[src/wfsf_pkg.sv]
// wfsf_pkg: shared types and constants for the 802.11 station filter
// holds the frame record passed from parser to judge, verdict codes and field constants
// no dependencies
`default_nettype none

package wfsf_pkg;

    localparam int MAC_W       = 48;
    localparam int COUNT_W     = 5;
    localparam int VERDICT_W   = 3;
    localparam int PORT_W      = 3;
    localparam int CFG_INDEX_W = 3;

    typedef logic [MAC_W-1:0]     mac_t;
    typedef logic [COUNT_W-1:0]   count_t;
    typedef logic [VERDICT_W-1:0] verdict_t;
    typedef logic [PORT_W-1:0]    port_t;

    // byte count limits
    localparam count_t COUNT_MAX = 5'd31;
    localparam count_t HDR_LEN   = 5'd24;
    localparam count_t LLC_END   = 5'd28;

    // frame control type field
    localparam logic [7:0] FC_TYPE_MASK = 8'h0C;
    localparam logic [7:0] FC_TYPE_CTRL = 8'h04;

    // individual/group bit of the first address byte
    localparam int GROUP_BIT = 40;

    // ds bit codes
    localparam logic [1:0] DS_NONE    = 2'd0;
    localparam logic [1:0] DS_TO_AP   = 2'd1;
    localparam logic [1:0] DS_FROM_AP = 2'd2;
    localparam logic [1:0] DS_WDS     = 2'd3;

    // verdict codes
    localparam verdict_t VERDICT_OK      = 3'd0;
    localparam verdict_t VERDICT_SHORT   = 3'd1;
    localparam verdict_t VERDICT_CONTROL = 3'd2;
    localparam verdict_t VERDICT_LLC     = 3'd3;
    localparam verdict_t VERDICT_FOREIGN = 3'd4;
    localparam verdict_t VERDICT_STA_BSS = 3'd5;
    localparam verdict_t VERDICT_GROUP   = 3'd6;
    localparam verdict_t VERDICT_WDS     = 3'd7;

    // record queue between parser and judge
    localparam int QUEUE_DEPTH = 4;
    localparam int QPTR_W      = 2;
    localparam int QCNT_W      = 3;

    // one classified frame header
    typedef struct packed {
        verdict_t   early;
        logic [1:0] ds;
        mac_t       bssid;
        mac_t       station;
        port_t      port;
    } frame_rec_t;

endpackage

`default_nettype wire

[src/wifi_frame_station_filter.sv]
// wifi_frame_station_filter: 802.11 header station filter, one frame byte per cycle.
// Takes one byte every cycle while full is low; full rises only when four records wait behind an unread verdict.
// A verdict reaches the result ports through the record queue register and the judge result register;
// verdicts leave one per cycle while pop is held high.
// Reset clears the frame state, the port mac registers (to zero), the record queue and the result valid flag.
// depends on wfsf_pkg, wfsf_parse, wfsf_fifo, wfsf_judge
`default_nettype none

module wifi_frame_station_filter #(
    parameter int PORT_COUNT = 8
) (
    input  wire logic                               clk,
    input  wire logic                               rst_n,
    input  wire logic                               push,
    output logic                                    full,
    input  wire logic [7:0]                         frame_byte,
    input  wire logic                               last_byte,
    input  wire logic [wfsf_pkg::PORT_W-1:0]        port,
    output logic                                    empty,
    input  wire logic                               pop,
    output logic                                    accepted,
    output logic [wfsf_pkg::VERDICT_W-1:0]          verdict,
    output logic [wfsf_pkg::MAC_W-1:0]              station_addr,
    output logic [wfsf_pkg::MAC_W-1:0]              bssid_addr,
    input  wire logic                               cfg_valid,
    output logic                                    cfg_ready,
    input  wire logic [wfsf_pkg::CFG_INDEX_W-1:0]   cfg_index,
    input  wire logic [wfsf_pkg::MAC_W-1:0]         cfg_data
);

    wfsf_pkg::mac_t       port_mac_reg [PORT_COUNT];
    logic                 take;
    logic                 rec_push;
    wfsf_pkg::frame_rec_t rec_in;
    wfsf_pkg::frame_rec_t rec_out;
    logic                 rec_ready;
    logic                 rec_take;
    logic                 q_full;

    // port mac registers
    assign cfg_ready = 1'b1;

    always_ff @(posedge clk or negedge rst_n)
    begin
        if (!rst_n)
        begin
            for (int i = 0; i < PORT_COUNT; i++)
                port_mac_reg[i] <= '0;
        end
        else if (cfg_valid)
        begin
            for (int i = 0; i < PORT_COUNT; i++)
            begin
                if (cfg_index == wfsf_pkg::CFG_INDEX_W'(i))
                    port_mac_reg[i] <= cfg_data;
            end
        end
    end

    // input request handshake
    assign full = q_full;
    assign take = push && !q_full;

    wfsf_parse u_parse (
        .clk        (clk),
        .rst_n      (rst_n),
        .take       (take),
        .frame_byte (frame_byte),
        .last_byte  (last_byte),
        .port       (port),
        .rec_push   (rec_push),
        .rec        (rec_in)
    );

    wfsf_fifo u_fifo (
        .clk       (clk),
        .rst_n     (rst_n),
        .wr_en     (rec_push),
        .wr_data   (rec_in),
        .full      (q_full),
        .rd_en     (rec_take),
        .rd_data   (rec_out),
        .not_empty (rec_ready)
    );

    wfsf_judge #(
        .PORT_COUNT (PORT_COUNT)
    ) u_judge (
        .clk          (clk),
        .rst_n        (rst_n),
        .port_mac     (port_mac_reg),
        .rec_ready    (rec_ready),
        .rec          (rec_out),
        .rec_take     (rec_take),
        .empty        (empty),
        .pop          (pop),
        .accepted     (accepted),
        .verdict      (verdict),
        .station_addr (station_addr),
        .bssid_addr   (bssid_addr)
    );

endmodule

`default_nettype wire

[src/wfsf_parse.sv]
// wfsf_parse: front end, collects header bytes and classifies each frame on its last byte
// depends on wfsf_pkg
`default_nettype none

module wfsf_parse (
    input  wire logic                clk,
    input  wire logic                rst_n,
    input  wire logic                take,
    input  wire logic [7:0]          frame_byte,
    input  wire logic                last_byte,
    input  wire wfsf_pkg::port_t     port,
    output logic                     rec_push,
    output wfsf_pkg::frame_rec_t     rec
);

    wfsf_pkg::count_t count_reg, count_next;
    logic [7:0]       fc_lo_reg, fc_lo_next;
    logic [7:0]       fc_hi_reg, fc_hi_next;
    wfsf_pkg::mac_t   addr1_reg, addr1_next;
    wfsf_pkg::mac_t   addr2_reg, addr2_next;
    wfsf_pkg::mac_t   addr3_reg, addr3_next;
    logic             llc_zero_reg, llc_zero_next;
    logic [1:0]       ds;

    // header field capture, values after this byte
    always_comb
    begin
        fc_lo_next    = fc_lo_reg;
        fc_hi_next    = fc_hi_reg;
        addr1_next    = addr1_reg;
        addr2_next    = addr2_reg;
        addr3_next    = addr3_reg;
        llc_zero_next = llc_zero_reg;
        if (count_reg == 5'd0)
        begin
            fc_lo_next = frame_byte;
        end
        else if (count_reg == 5'd1)
        begin
            fc_hi_next = frame_byte;
        end
        else if (count_reg inside {[5'd4:5'd9]})
        begin
            addr1_next = {addr1_reg[wfsf_pkg::MAC_W-9:0], frame_byte};
        end
        else if (count_reg inside {[5'd10:5'd15]})
        begin
            addr2_next = {addr2_reg[wfsf_pkg::MAC_W-9:0], frame_byte};
        end
        else if (count_reg inside {[5'd16:5'd21]})
        begin
            addr3_next = {addr3_reg[wfsf_pkg::MAC_W-9:0], frame_byte};
        end
        else if (count_reg inside {[5'd24:5'd27]} && frame_byte != 8'd0)
        begin
            llc_zero_next = 1'b0;
        end
        count_next = (count_reg < wfsf_pkg::COUNT_MAX) ? count_reg + 5'd1 : count_reg;
    end

    // classification of the finished header
    assign ds = fc_hi_next[1:0];

    always_comb
    begin
        rec.port = port;
        rec.ds   = ds;
        if (count_next < wfsf_pkg::HDR_LEN)
            rec.early = wfsf_pkg::VERDICT_SHORT;
        else if ((fc_lo_next & wfsf_pkg::FC_TYPE_MASK) == wfsf_pkg::FC_TYPE_CTRL)
            rec.early = wfsf_pkg::VERDICT_CONTROL;
        else if (count_next > wfsf_pkg::LLC_END && llc_zero_next)
            rec.early = wfsf_pkg::VERDICT_LLC;
        else
            rec.early = wfsf_pkg::VERDICT_OK;
        case (ds)
            wfsf_pkg::DS_NONE:
            begin
                rec.bssid   = addr3_next;
                rec.station = addr2_next;
            end
            wfsf_pkg::DS_TO_AP:
            begin
                rec.bssid   = addr1_next;
                rec.station = addr2_next;
            end
            default:
            begin
                rec.bssid   = addr2_next;
                rec.station = addr1_next;
            end
        endcase
    end

    assign rec_push = take && last_byte;

    // frame state, back to reset after each last byte
    always_ff @(posedge clk or negedge rst_n)
    begin
        if (!rst_n)
        begin
            count_reg    <= '0;
            fc_lo_reg    <= '0;
            fc_hi_reg    <= '0;
            addr1_reg    <= '0;
            addr2_reg    <= '0;
            addr3_reg    <= '0;
            llc_zero_reg <= 1'b1;
        end
        else if (take)
        begin
            if (last_byte)
            begin
                count_reg    <= '0;
                fc_lo_reg    <= '0;
                fc_hi_reg    <= '0;
                addr1_reg    <= '0;
                addr2_reg    <= '0;
                addr3_reg    <= '0;
                llc_zero_reg <= 1'b1;
            end
            else
            begin
                count_reg    <= count_next;
                fc_lo_reg    <= fc_lo_next;
                fc_hi_reg    <= fc_hi_next;
                addr1_reg    <= addr1_next;
                addr2_reg    <= addr2_next;
                addr3_reg    <= addr3_next;
                llc_zero_reg <= llc_zero_next;
            end
        end
    end

    // a frame always starts from a cleared count
    a_count_clears: assert property (@(posedge clk) disable iff (!rst_n)
        rec_push |=> (count_reg == 5'd0 && llc_zero_reg))
        else $error("frame state not cleared after last byte");

endmodule

`default_nettype wire

[src/wfsf_fifo.sv]
// wfsf_fifo: short record queue between parser and judge
// depends on wfsf_pkg
`default_nettype none

module wfsf_fifo (
    input  wire logic                 clk,
    input  wire logic                 rst_n,
    input  wire logic                 wr_en,
    input  wire wfsf_pkg::frame_rec_t wr_data,
    output logic                      full,
    input  wire logic                 rd_en,
    output wfsf_pkg::frame_rec_t      rd_data,
    output logic                      not_empty
);

    wfsf_pkg::frame_rec_t            slot_reg [wfsf_pkg::QUEUE_DEPTH];
    logic [wfsf_pkg::QPTR_W-1:0]     wr_ptr_reg;
    logic [wfsf_pkg::QPTR_W-1:0]     rd_ptr_reg;
    logic [wfsf_pkg::QCNT_W-1:0]     count_reg;
    logic [wfsf_pkg::QCNT_W-1:0]     count_next;

    assign full      = (count_reg == wfsf_pkg::QCNT_W'(wfsf_pkg::QUEUE_DEPTH));
    assign not_empty = (count_reg != '0);
    assign rd_data   = slot_reg[rd_ptr_reg];

    // occupancy
    always_comb
    begin
        count_next = count_reg;
        if (wr_en && !rd_en)
            count_next = count_reg + 1'b1;
        else if (!wr_en && rd_en)
            count_next = count_reg - 1'b1;
    end

    // pointers
    always_ff @(posedge clk or negedge rst_n)
    begin
        if (!rst_n)
        begin
            wr_ptr_reg <= '0;
            rd_ptr_reg <= '0;
            count_reg  <= '0;
        end
        else
        begin
            if (wr_en)
                wr_ptr_reg <= wr_ptr_reg + 1'b1;
            if (rd_en)
                rd_ptr_reg <= rd_ptr_reg + 1'b1;
            count_reg <= count_next;
        end
    end

    // storage
    always_ff @(posedge clk)
    begin
        if (wr_en)
            slot_reg[wr_ptr_reg] <= wr_data;
    end

    a_no_overflow: assert property (@(posedge clk) disable iff (!rst_n)
        !(wr_en && full))
        else $error("record queue written while full");

    a_no_underflow: assert property (@(posedge clk) disable iff (!rst_n)
        !(rd_en && !not_empty))
        else $error("record queue read while empty");

endmodule

`default_nettype wire

[src/wfsf_judge.sv]
// wfsf_judge: back end, checks bssid against the port mac, passes on the station of an accepted frame, holds the result
// depends on wfsf_pkg
`default_nettype none

module wfsf_judge #(
    parameter int PORT_COUNT = 8
) (
    input  wire logic                 clk,
    input  wire logic                 rst_n,
    input  wire wfsf_pkg::mac_t       port_mac [PORT_COUNT],
    input  wire logic                 rec_ready,
    input  wire wfsf_pkg::frame_rec_t rec,
    output logic                      rec_take,
    output logic                      empty,
    input  wire logic                 pop,
    output logic                      accepted,
    output wfsf_pkg::verdict_t        verdict,
    output wfsf_pkg::mac_t            station_addr,
    output wfsf_pkg::mac_t            bssid_addr
);

    logic               out_valid_reg;
    logic               accepted_reg;
    wfsf_pkg::verdict_t verdict_reg;
    wfsf_pkg::mac_t     station_reg;
    wfsf_pkg::mac_t     bssid_reg;
    wfsf_pkg::mac_t     own_mac;
    logic               port_hit;
    wfsf_pkg::verdict_t verdict_next;

    // port mac select; ports beyond the configured count never hit
    always_comb
    begin
        own_mac  = '0;
        port_hit = 1'b0;
        for (int i = 0; i < PORT_COUNT; i++)
        begin
            if (rec.port == wfsf_pkg::PORT_W'(i))
            begin
                own_mac  = port_mac[i];
                port_hit = 1'b1;
            end
        end
    end

    // verdict in check order
    always_comb
    begin
        if (rec.early != wfsf_pkg::VERDICT_OK)
            verdict_next = rec.early;
        else if (!port_hit || rec.bssid != own_mac)
            verdict_next = wfsf_pkg::VERDICT_FOREIGN;
        else if (rec.ds == wfsf_pkg::DS_NONE && rec.station == rec.bssid)
            verdict_next = wfsf_pkg::VERDICT_STA_BSS;
        else if (rec.ds == wfsf_pkg::DS_FROM_AP && rec.station[wfsf_pkg::GROUP_BIT])
            verdict_next = wfsf_pkg::VERDICT_GROUP;
        else if (rec.ds == wfsf_pkg::DS_WDS)
            verdict_next = wfsf_pkg::VERDICT_WDS;
        else
            verdict_next = wfsf_pkg::VERDICT_OK;
    end

    // take a record whenever the output slot is free or being drained
    assign rec_take = rec_ready && (!out_valid_reg || pop);

    always_ff @(posedge clk or negedge rst_n)
    begin
        if (!rst_n)
            out_valid_reg <= 1'b0;
        else if (rec_take)
            out_valid_reg <= 1'b1;
        else if (pop)
            out_valid_reg <= 1'b0;
    end

    // result register
    always_ff @(posedge clk)
    begin
        if (rec_take)
        begin
            accepted_reg <= (verdict_next == wfsf_pkg::VERDICT_OK);
            verdict_reg  <= verdict_next;
            station_reg  <= (verdict_next == wfsf_pkg::VERDICT_OK) ? rec.station : '0;
            bssid_reg    <= (verdict_next == wfsf_pkg::VERDICT_OK) ? rec.bssid : '0;
        end
    end

    assign empty        = !out_valid_reg;
    assign accepted     = accepted_reg;
    assign verdict      = verdict_reg;
    assign station_addr = station_reg;
    assign bssid_addr   = bssid_reg;

    a_reject_clears_addr: assert property (@(posedge clk) disable iff (!rst_n)
        (out_valid_reg && !accepted_reg) |-> (station_reg == '0 && bssid_reg == '0))
        else $error("rejected frame shows addresses");

endmodule

`default_nettype wire

[config.mk]
export PLATFORM = sky130hd
export DESIGN_NAME = wifi_frame_station_filter
export DESIGN_NICKNAME = d
export VERILOG_FILES = /design/src/wfsf_pkg.sv /design/src/wifi_frame_station_filter.sv /design/src/wfsf_parse.sv /design/src/wfsf_fifo.sv /design/src/wfsf_judge.sv
export SDC_FILE = /design/constraint.sdc
export NUM_CORES = 2
export LEC_CHECK = 0
export BUFFER_PORTS_ARGS = -buffer_cell sky130_fd_sc_hd__buf_4
export CAP_MARGIN = 20
export CORE_MARGIN = 3
export CORE_UTILIZATION = 37
export CTS_CLUSTER_SIZE = 28
export DETAILED_ROUTE_END_ITERATION = 12
export PLACE_DENSITY = 0.54
export SYNTH_ARGS = -nofsm -noshare
export SYNTH_HDL_FRONTEND = slang
export SYNTH_SLANG_ARGS = --single-unit
[constraint.sdc]
create_clock -name clk -period 7 [get_ports clk]
set_input_delay 0.7 -clock clk [delete_from_list [all_inputs] [get_ports clk]]
set_output_delay 0.7 -clock clk [all_outputs]
set_load 0.02 [all_outputs]
After elaboration in Yosys (flattened, before gate mapping)
Memories as Yosys holds them, arrays and structs flattened.
Index checks and enable logic that the tools add are counted.
{ "word_totals": {"register_bits": 646, "latchBits": 0, "mem_bits_rw": 416, "romBits": 0, "in_bits": 68, "output_inout_bits": 103, "elab_cells": 161, "mem_count": 1} }
{ "mem_list": {"columns": ["name", "depth", "width", "rd", "rd_clocked_by_memory_dff", "write_ports", "line", "source"], "rows": [
  ["u_fifo.slot_reg", 4, 104, 1, 0, 1, "wfsf_fifo.sv:16", "wfsf_pkg::frame_rec_t slot_reg [wfsf_pkg::QUEUE_DEPTH];"]
]} }
{ "op_classes": {"n_addsub": 5, "multipliers": 0, "n_div": 0, "order_cmp": 11, "n_eq_ne": 22, "n_shift": 0, "n_mux": 60, "bitwise_logic": 0, "n_reduce_logical": 39} }
{ "ops": {"columns": ["op", "n"], "rows": [
  ["48-bit 2-to-1 mux", 23],
  ["96-bit one-hot mux with 2 select lines", 1],
  ["48-bit == test", 1],
  ["48-bit != test", 1],
  ["3-bit == test (second input constant)", 9],
  ["3-bit 2-to-1 mux", 9],
  ["1-bit 2-to-1 mux", 19],
  ["2-bit AND reduction", 8],
  ["1-bit logical AND", 13],
  ["3-bit by 2-bit == test with 1-bit output (second input constant)", 4],
  ["5-bit >= comparator (second input constant)", 2],
  ["5-bit by 4-bit <= comparator with 1-bit output (second input constant)", 2],
  ["5-bit <= comparator (second input constant)", 2],
  ["5-bit less-than comparator (second input constant)", 2],
  ["5-bit 2-to-1 mux", 2],
  ["3-bit zero test", 3],
  ["2-bit 2-to-1 mux", 4],
  ["4-bit 2-to-1 mux", 2],
  ["8-bit nonzero test", 1],
  ["3-bit by 1-bit == test with 1-bit output (second input constant)", 2],
  ["3-bit nonzero test", 2],
  ["5-bit by 1-bit adder with 5-bit output (second input constant)", 1],
  ["5-bit by 1-bit == test with 1-bit output (second input constant)", 1],
  ["5-bit by 3-bit >= comparator with 1-bit output (second input constant)", 1],
  ["other kinds (12)", 22]
]} }

Longest topological paths before layout
An unclocked memory read counts as a cell.
{ "logic_depth": {"depth_word": 15, "ltp_mapped": 17, "ltp_nobuf": 10} }

By module
Synthesis repeated with hierarchy kept, for this count alone.
{ "unflattened": {"cells_unflattened": 3234, "area_unflattened_um2": 48067.4} }
{ "by_module_without_submodules": {"columns": ["module", "instances", "cells_per_inst", "area_per_inst_um2", "seq_area_each_um2"], "rows": [
  ["wfsf_fifo", 1, 578, 15389.8, 12667.1],
  ["wifi_frame_station_filter", 1, 819, 14327.5, 9609.2],
  ["wfsf_judge", 1, 956, 9231.4, 3027.9],
  ["wfsf_parse", 1, 881, 9118.7, 3854.9]
]} }

Worst setup path before layout
No wires, ideal clock.
{ "synth_timing": {"path_type": "in2reg", "from": "input pop", "to": "register u_fifo.count_reg[1] in the netlist's numbering", "setup_time_ns": 0.125, "arrival_time_ns": 7.035, "required_ns": 6.875, "slack_ns": -0.160, "stages": 7, "path_buffers": 0, "cell_sequence": "inv_1 a21oi_1 inv_1 ha_1 inv_1 fa_1 mux2_2"} }
{ "synth_between": {"elab_chain_len": 5, "word_cells_on_any_way": 7, "cone_classes": "1 x mux; 6 x reduce/logical"} }
{ "synth_lines": {"columns": ["item", "line", "source"], "rows": [
  ["from (decl)", "wifi_frame_station_filter.sv:20", "input wire logic pop,"],
  ["1-bit logical OR", "wfsf_judge.sv:64", "assign rec_take = rec_ready && (!out_valid_reg || pop);"],
  ["1-bit logical AND", "wfsf_judge.sv:64", null],
  ["net rec_take", "wifi_frame_station_filter.sv:37", "logic rec_take;"],
  ["1-bit zero test", "wfsf_fifo.sv:30", "if (wr_en && !rd_en)"],
  ["1-bit logical AND", "wfsf_fifo.sv:30", null],
  ["3-bit 2-to-1 mux", "wfsf_fifo.sv:30", null],
  ["net u_fifo.count_next, one bit", "wfsf_fifo.sv:20", "logic [wfsf_pkg::QCNT_W-1:0] count_next;"],
  ["to (signal assigned)", "wfsf_fifo.sv:51", "count_reg <= count_next;"],
  ["to (decl)", "wfsf_fifo.sv:19", "logic [wfsf_pkg::QCNT_W-1:0] count_reg;"]
]} }
The timed path passes the listed nets, and every way through them passes these cells.
A chain may end at the register's enable or synchronous reset.

Final worst setup path
{ "layout_timing": {"from": "register u_fifo.rd_ptr_reg[0] in the netlist's numbering", "to": "register u_judge.station_reg[22] (netlist: u_judge.station_addr[22]) (data pin)"} }
{ "layout_between": {"elab_chain_len": 15, "word_cells_on_any_way": 41, "cone_classes": "11 x eq/ne; 21 x mux; 8 x reduce/logical; 1 x memory"} }
{ "layout_lines": {"columns": ["item", "line", "source"], "rows": [
  ["from (decl)", "wfsf_fifo.sv:18", "logic [wfsf_pkg::QPTR_W-1:0] rd_ptr_reg;"],
  ["from (signal assigned)", "wfsf_fifo.sv:50", "rd_ptr_reg <= rd_ptr_reg + 1'b1;"],
  ["memory read 4 x 104 bit (*)", null, null],
  ["3-bit zero test", "wfsf_judge.sv:38", "if (rec.port == wfsf_pkg::PORT_W'(i))"],
  ["48-bit 2-to-1 mux / 1-bit 2-to-1 mux (equally long branches) (8 in a row)", "wfsf_judge.sv:38", null],
  ["48-bit != test / 1-bit zero test (equally long branches)", "wfsf_judge.sv:51", "else if (!port_hit || rec.bssid != own_mac)"],
  ["1-bit logical OR", "wfsf_judge.sv:51", null],
  ["3-bit 2-to-1 mux", "wfsf_judge.sv:51", null],
  ["3-bit 2-to-1 mux", "wfsf_judge.sv:49", "if (rec.early != wfsf_pkg::VERDICT_OK)"],
  ["3-bit zero test", "wfsf_judge.sv:83", "station_reg <= (verdict_next == wfsf_pkg::VERDICT_OK) ? rec.station : '0;"],
  ["to (signal assigned)", "wfsf_judge.sv:83", null],
  ["to (decl)", "wfsf_judge.sv:25", "wfsf_pkg::mac_t station_reg;"]
]} }
Every way passes the cells marked *; elsewhere a longest branch is shown, timed or not.

==> out/summary.log <==
INFO  worst_hold_path min_from=pop
INFO  worst_setup_path cp_max_fo=57
INFO  global_route   antenna_found_initial=3
INFO  placement      place.port_buffers=169
INFO  timing         period_minus_ws_final=5660ps
INFO  placement      place_congestion=0.849
INFO  clock_tree     cts_repair_resize_count=0
INFO  synthesis      synth_sequential_area_ratio=61.6%
INFO  synthesis      synth_cell_type_count=77
INFO  clock_tree     cts_buffer_depth=3
INFO  synthesis      yosys.area_share.xor_xnor=1.64%
INFO  synthesis      postSynthAreaPerCell=14.1squm
INFO  synthesis      top_count_cell_post_synth=dfrtp_1
INFO  routing        final_antenna_net_count=0
INFO  timing         setup_viol=0
INFO  synthesis      number_of_nets_in_the_synthesized_netlist=3410
INFO  layout         design.final.nets=3554
INFO  timing         finalHoldViolCount=0
INFO  global_route   first_global_vias=28900
INFO  power          total_power=22.8mW
INFO  synthesis      yosys.area.top_type_share=32.6%
INFO  global_route   routing_layer_with_the_top_usage_in_global_route=met2
INFO  die            design.die.area=132000squm
INFO  placement      placedCellCount=5010
INFO  power          cellPowerDensity=422nW/um^2
INFO  clock_tree     cts-buffers-inserted=112
INFO  timing         timing.max_slew.rel_slack=25.9%
INFO  worst_hold_path tightest_hold_check_type=in -> reg
INFO  die            floorplan.die.height=363um
INFO  timing         tns=0ps
INFO  global_route   use_met3=3.58%
INFO  worst_setup_path crit_path_start=u_fifo.rd_ptr_reg[0]$_DFFE_PN0P_
INFO  timing         maxSlewViolCount=0
INFO  synthesis      netlist.top_cell.by_area=edfxtp_1
INFO  timing         setup_repair_after_global_routing_missed_its_margin=no
INFO  die            core_region_area=126000squm
INFO  layout         syn_to_final_growth=14.4%
INFO  timing         worst_pin_slew=1110ps
INFO  timing         period_utilization_post_route=80.9%
INFO  placement      post_place_worst_slack=760ps
INFO  power          worst_ir_drop_vdd=0.227mV
INFO  layout         fin_cells=5221
INFO  clock_tree     clk_latency=730ps
INFO  global_route   grt_start_max_net_pins=144
INFO  synthesis      ys_top_cells_by_count=545 x dfrtp_1, 512 x edfxtp_1, 414 x mux2_2
INFO  worst_setup_path critical_path_cell_by_cell=mux4_4 -> buf_4 -> nor2b_1 -> and3_1 -> a2111oi_0 -> xnor2_1 -> o2111ai_1 -> or3_1 -> or3_4 -> buf_4 -> nor3_1
INFO  routing        routed_wirelength=142mm
INFO  clock_tree     cts_sinks=1058
INFO  routing        drt_first_pass_iters=5
INFO  flow_run       number_of_max_cap_violations=0
INFO  synthesis      synth_edf_count=512
INFO  die            chipWidth=363um
INFO  clock_tree     tritoncts=built
INFO  synthesis      synth_simple_gate_area_share=6.07%
INFO  worst_setup_path timing.critical_path.required=7550ps
INFO  worst_setup_path worstPathArrival=6210ps
INFO  worst_setup_path crit_path_end_kind=flip-flop
INFO  timing         fin_ws=1340ps
INFO  synthesis      synth_seq_cells=1058
INFO  routing        vias=28900
INFO  synthesis      yosysWarningCount=0
INFO  worst_setup_path kind_of_critical_path=reg -> reg
INFO  global_route   gr-total-overflow=0
INFO  clock_tree     cts.htree.levels=3
INFO  global_route   grtUsageMet1=30.1%
INFO  die            starting_density=37.4%
INFO  worst_setup_path critical-path-slowest-cell=mux4_4
INFO  clock_tree     clkTransAtPathRegs=60ps
INFO  die            num_rows=130
INFO  routing        vias_per_cell=5.53
INFO  synthesis      synth_compound_gate_area_share=7.26%
INFO  global_route   global_route_wire_length_before_repair=208mm
INFO  routing        detail_route.wl_per_cell=27.2um
INFO  worst_setup_path critical-path-max-stage-delay=940ps
INFO  worst_setup_path timing.critical_path.mode_cell=buf_4
INFO  global_route   grtUsageMet2=34.7%
INFO  layout         flip_flop_count_of_the_largest_register_after_layout=412
INFO  timing         clock-skew-final=24.4ps
INFO  power          static-leakage-power=21.0nW
INFO  status         run_status=complete, no violations
INFO  worst_setup_path regToRegStartpoint=u_fifo.rd_ptr_reg[0]$_DFFE_PN0P_
INFO  synthesis      share_of_synthesized_area_spent_on_multiplexers=20.1%
INFO  synthesis      async_flop_share=51.6%
INFO  routing        drc=0
INFO  clock_tree     cts-root-buf=clkbuf_16
INFO  die            top_ports=171
INFO  synthesis      ys_dominant_reg_cell=dfrtp_1
INFO  layout         utilization=42.8%
INFO  timing         maxClockFrequency=177MHz
INFO  synthesis      synth.area.top_cells=edfxtp_1 33%, dfrtp_1 29%, mux2_2 9.9%, mux2i_1 5.3%, mux4_2 4.9%
INFO  synthesis      synth_area=47100squm
INFO  layout         post_route_cells_drive_above_1_share=28.2%
INFO  worst_setup_path critical_path.startpoint_type=flip-flop
INFO  synthesis      combinational_family_with_the_most_area_after_synthesis=multiplexers
INFO  synthesis      syn-instance-count=3332
INFO  placement      place.detailed.hpwl=94.1mm
INFO  global_route   grt.total_usage=21.4%
INFO  synthesis      synth_adder_area_share=0.281%
INFO  routing        number_of_design_rule_violations_left_by_the_first_detailed_router_iteration=2461
==> metal layers <==
metal	part of all wire (%)	wire [um]	vias up
li1	-	-	12800
met1	45	63900	15100
met2	47	67400	791
met3	5.2	7410	168
met4	2.4	3370	2
met5	0.0092	13	-
==> final cells by class <==
cell class                 instances  area [sq um]
antenna                            1          2.50
clock buffer                     164          3160
clock inverter                    44           504
fill                           11500         72100
inverter                         110           415
multi-input combinational       1945         16800
sequential                      1058         29000
tap                             1650          2060
timing repair buffer             249          1930
==> cell usage in the layout, fill, tap and decap left out, types with 42 or more instances in the layout <==
| cell | Yosys | layout |
|---|---|---|
| buf_4 | 11 | 242 |
| a22o_1 | 84 | 84 |
| o21ai_0 | 110 | 109 |
| clkbuf_16 | 0 | 113 |
| mux4_2 | 102 | 99 |
| nand2_1 | 265 | 265 |
| mux2_2 | 414 | 414 |
| dfrtp_1 | 545 | 543 |
| a21oi_1 | 110 | 109 |
| nand3_1 | 53 | 52 |
| mux2i_1 | 249 | 245 |
| edfxtp_1 | 512 | 512 |
| nor3_1 | 70 | 68 |
| xnor2_1 | 72 | 72 |
| inv_1 | 109 | 108 |
| a22oi_1 | 44 | 44 |
| nor3_2 | 40 | 42 |
==> what timing repair did <==
item / 4_1_cts / 5_1_grt
endpoints found under the hold margin: 27 / 0
setup endpoints to repair: 0 / 0
setup buffers: 0 / 0
hold buffers: 1 / 0
==> report_power, final <==
group | switching [mW] | internal, mW | total (mW)
clock | 2.52 | 3.46 | 5.98
combinational | 5.28 | 3.05 | 8.33
sequential | 0.579 | 7.89 | 8.47
==> path summary, 6_finish.rpt <==
check                      slack, ps  depth (start not counted)                                endpoint
setup / recovery                1340                         11  u_judge.station_addr[22]$_SDFFCE_PP0P_
hold / removal                   170                          2       u_judge.out_valid_reg$_DFFE_PN0P_
setup reg to reg                1340                         11  u_judge.station_addr[22]$_SDFFCE_PP0P_
hold reg to reg                  480                          2       u_parse.addr3_reg[46]$_DFFE_PN0P_
max in group asynchronous       5090                          3       u_parse.addr2_reg[35]$_DFFE_PN0P_
min in group asynchronous        590                          2            port_mac_reg[24]$_DFFE_PN0P_
==> stage by stage <==
stage,hold WS (ps),area (sq um)
final,171,53900
after floorplan,404,47100
after detailed placement,471,50200
after CTS,119,53900
after global routing,147,53900
after global placement,461,50200
==> kinds of logic after synthesis <==
logic type / after synthesis
flip-flops: 1058
multiplexers: 766
AND/OR/NAND/NOR: 572
AO/OA/AOI/OAI: 508
buffers and inverters: 329
XOR/XNOR: 88
adder cells (fa/ha/maj): 10
other: 1
==> critical path, delay by kind of cell (launching register included) <==
kind	cells	cell delay (ps)
xor+xnor	1	200
buf+inv	2	870
flops	1	560
compound gates	2	1030
simple gates	5	1780
mux	1	940
Note: power is estimated with default switching activity, not from simulation.
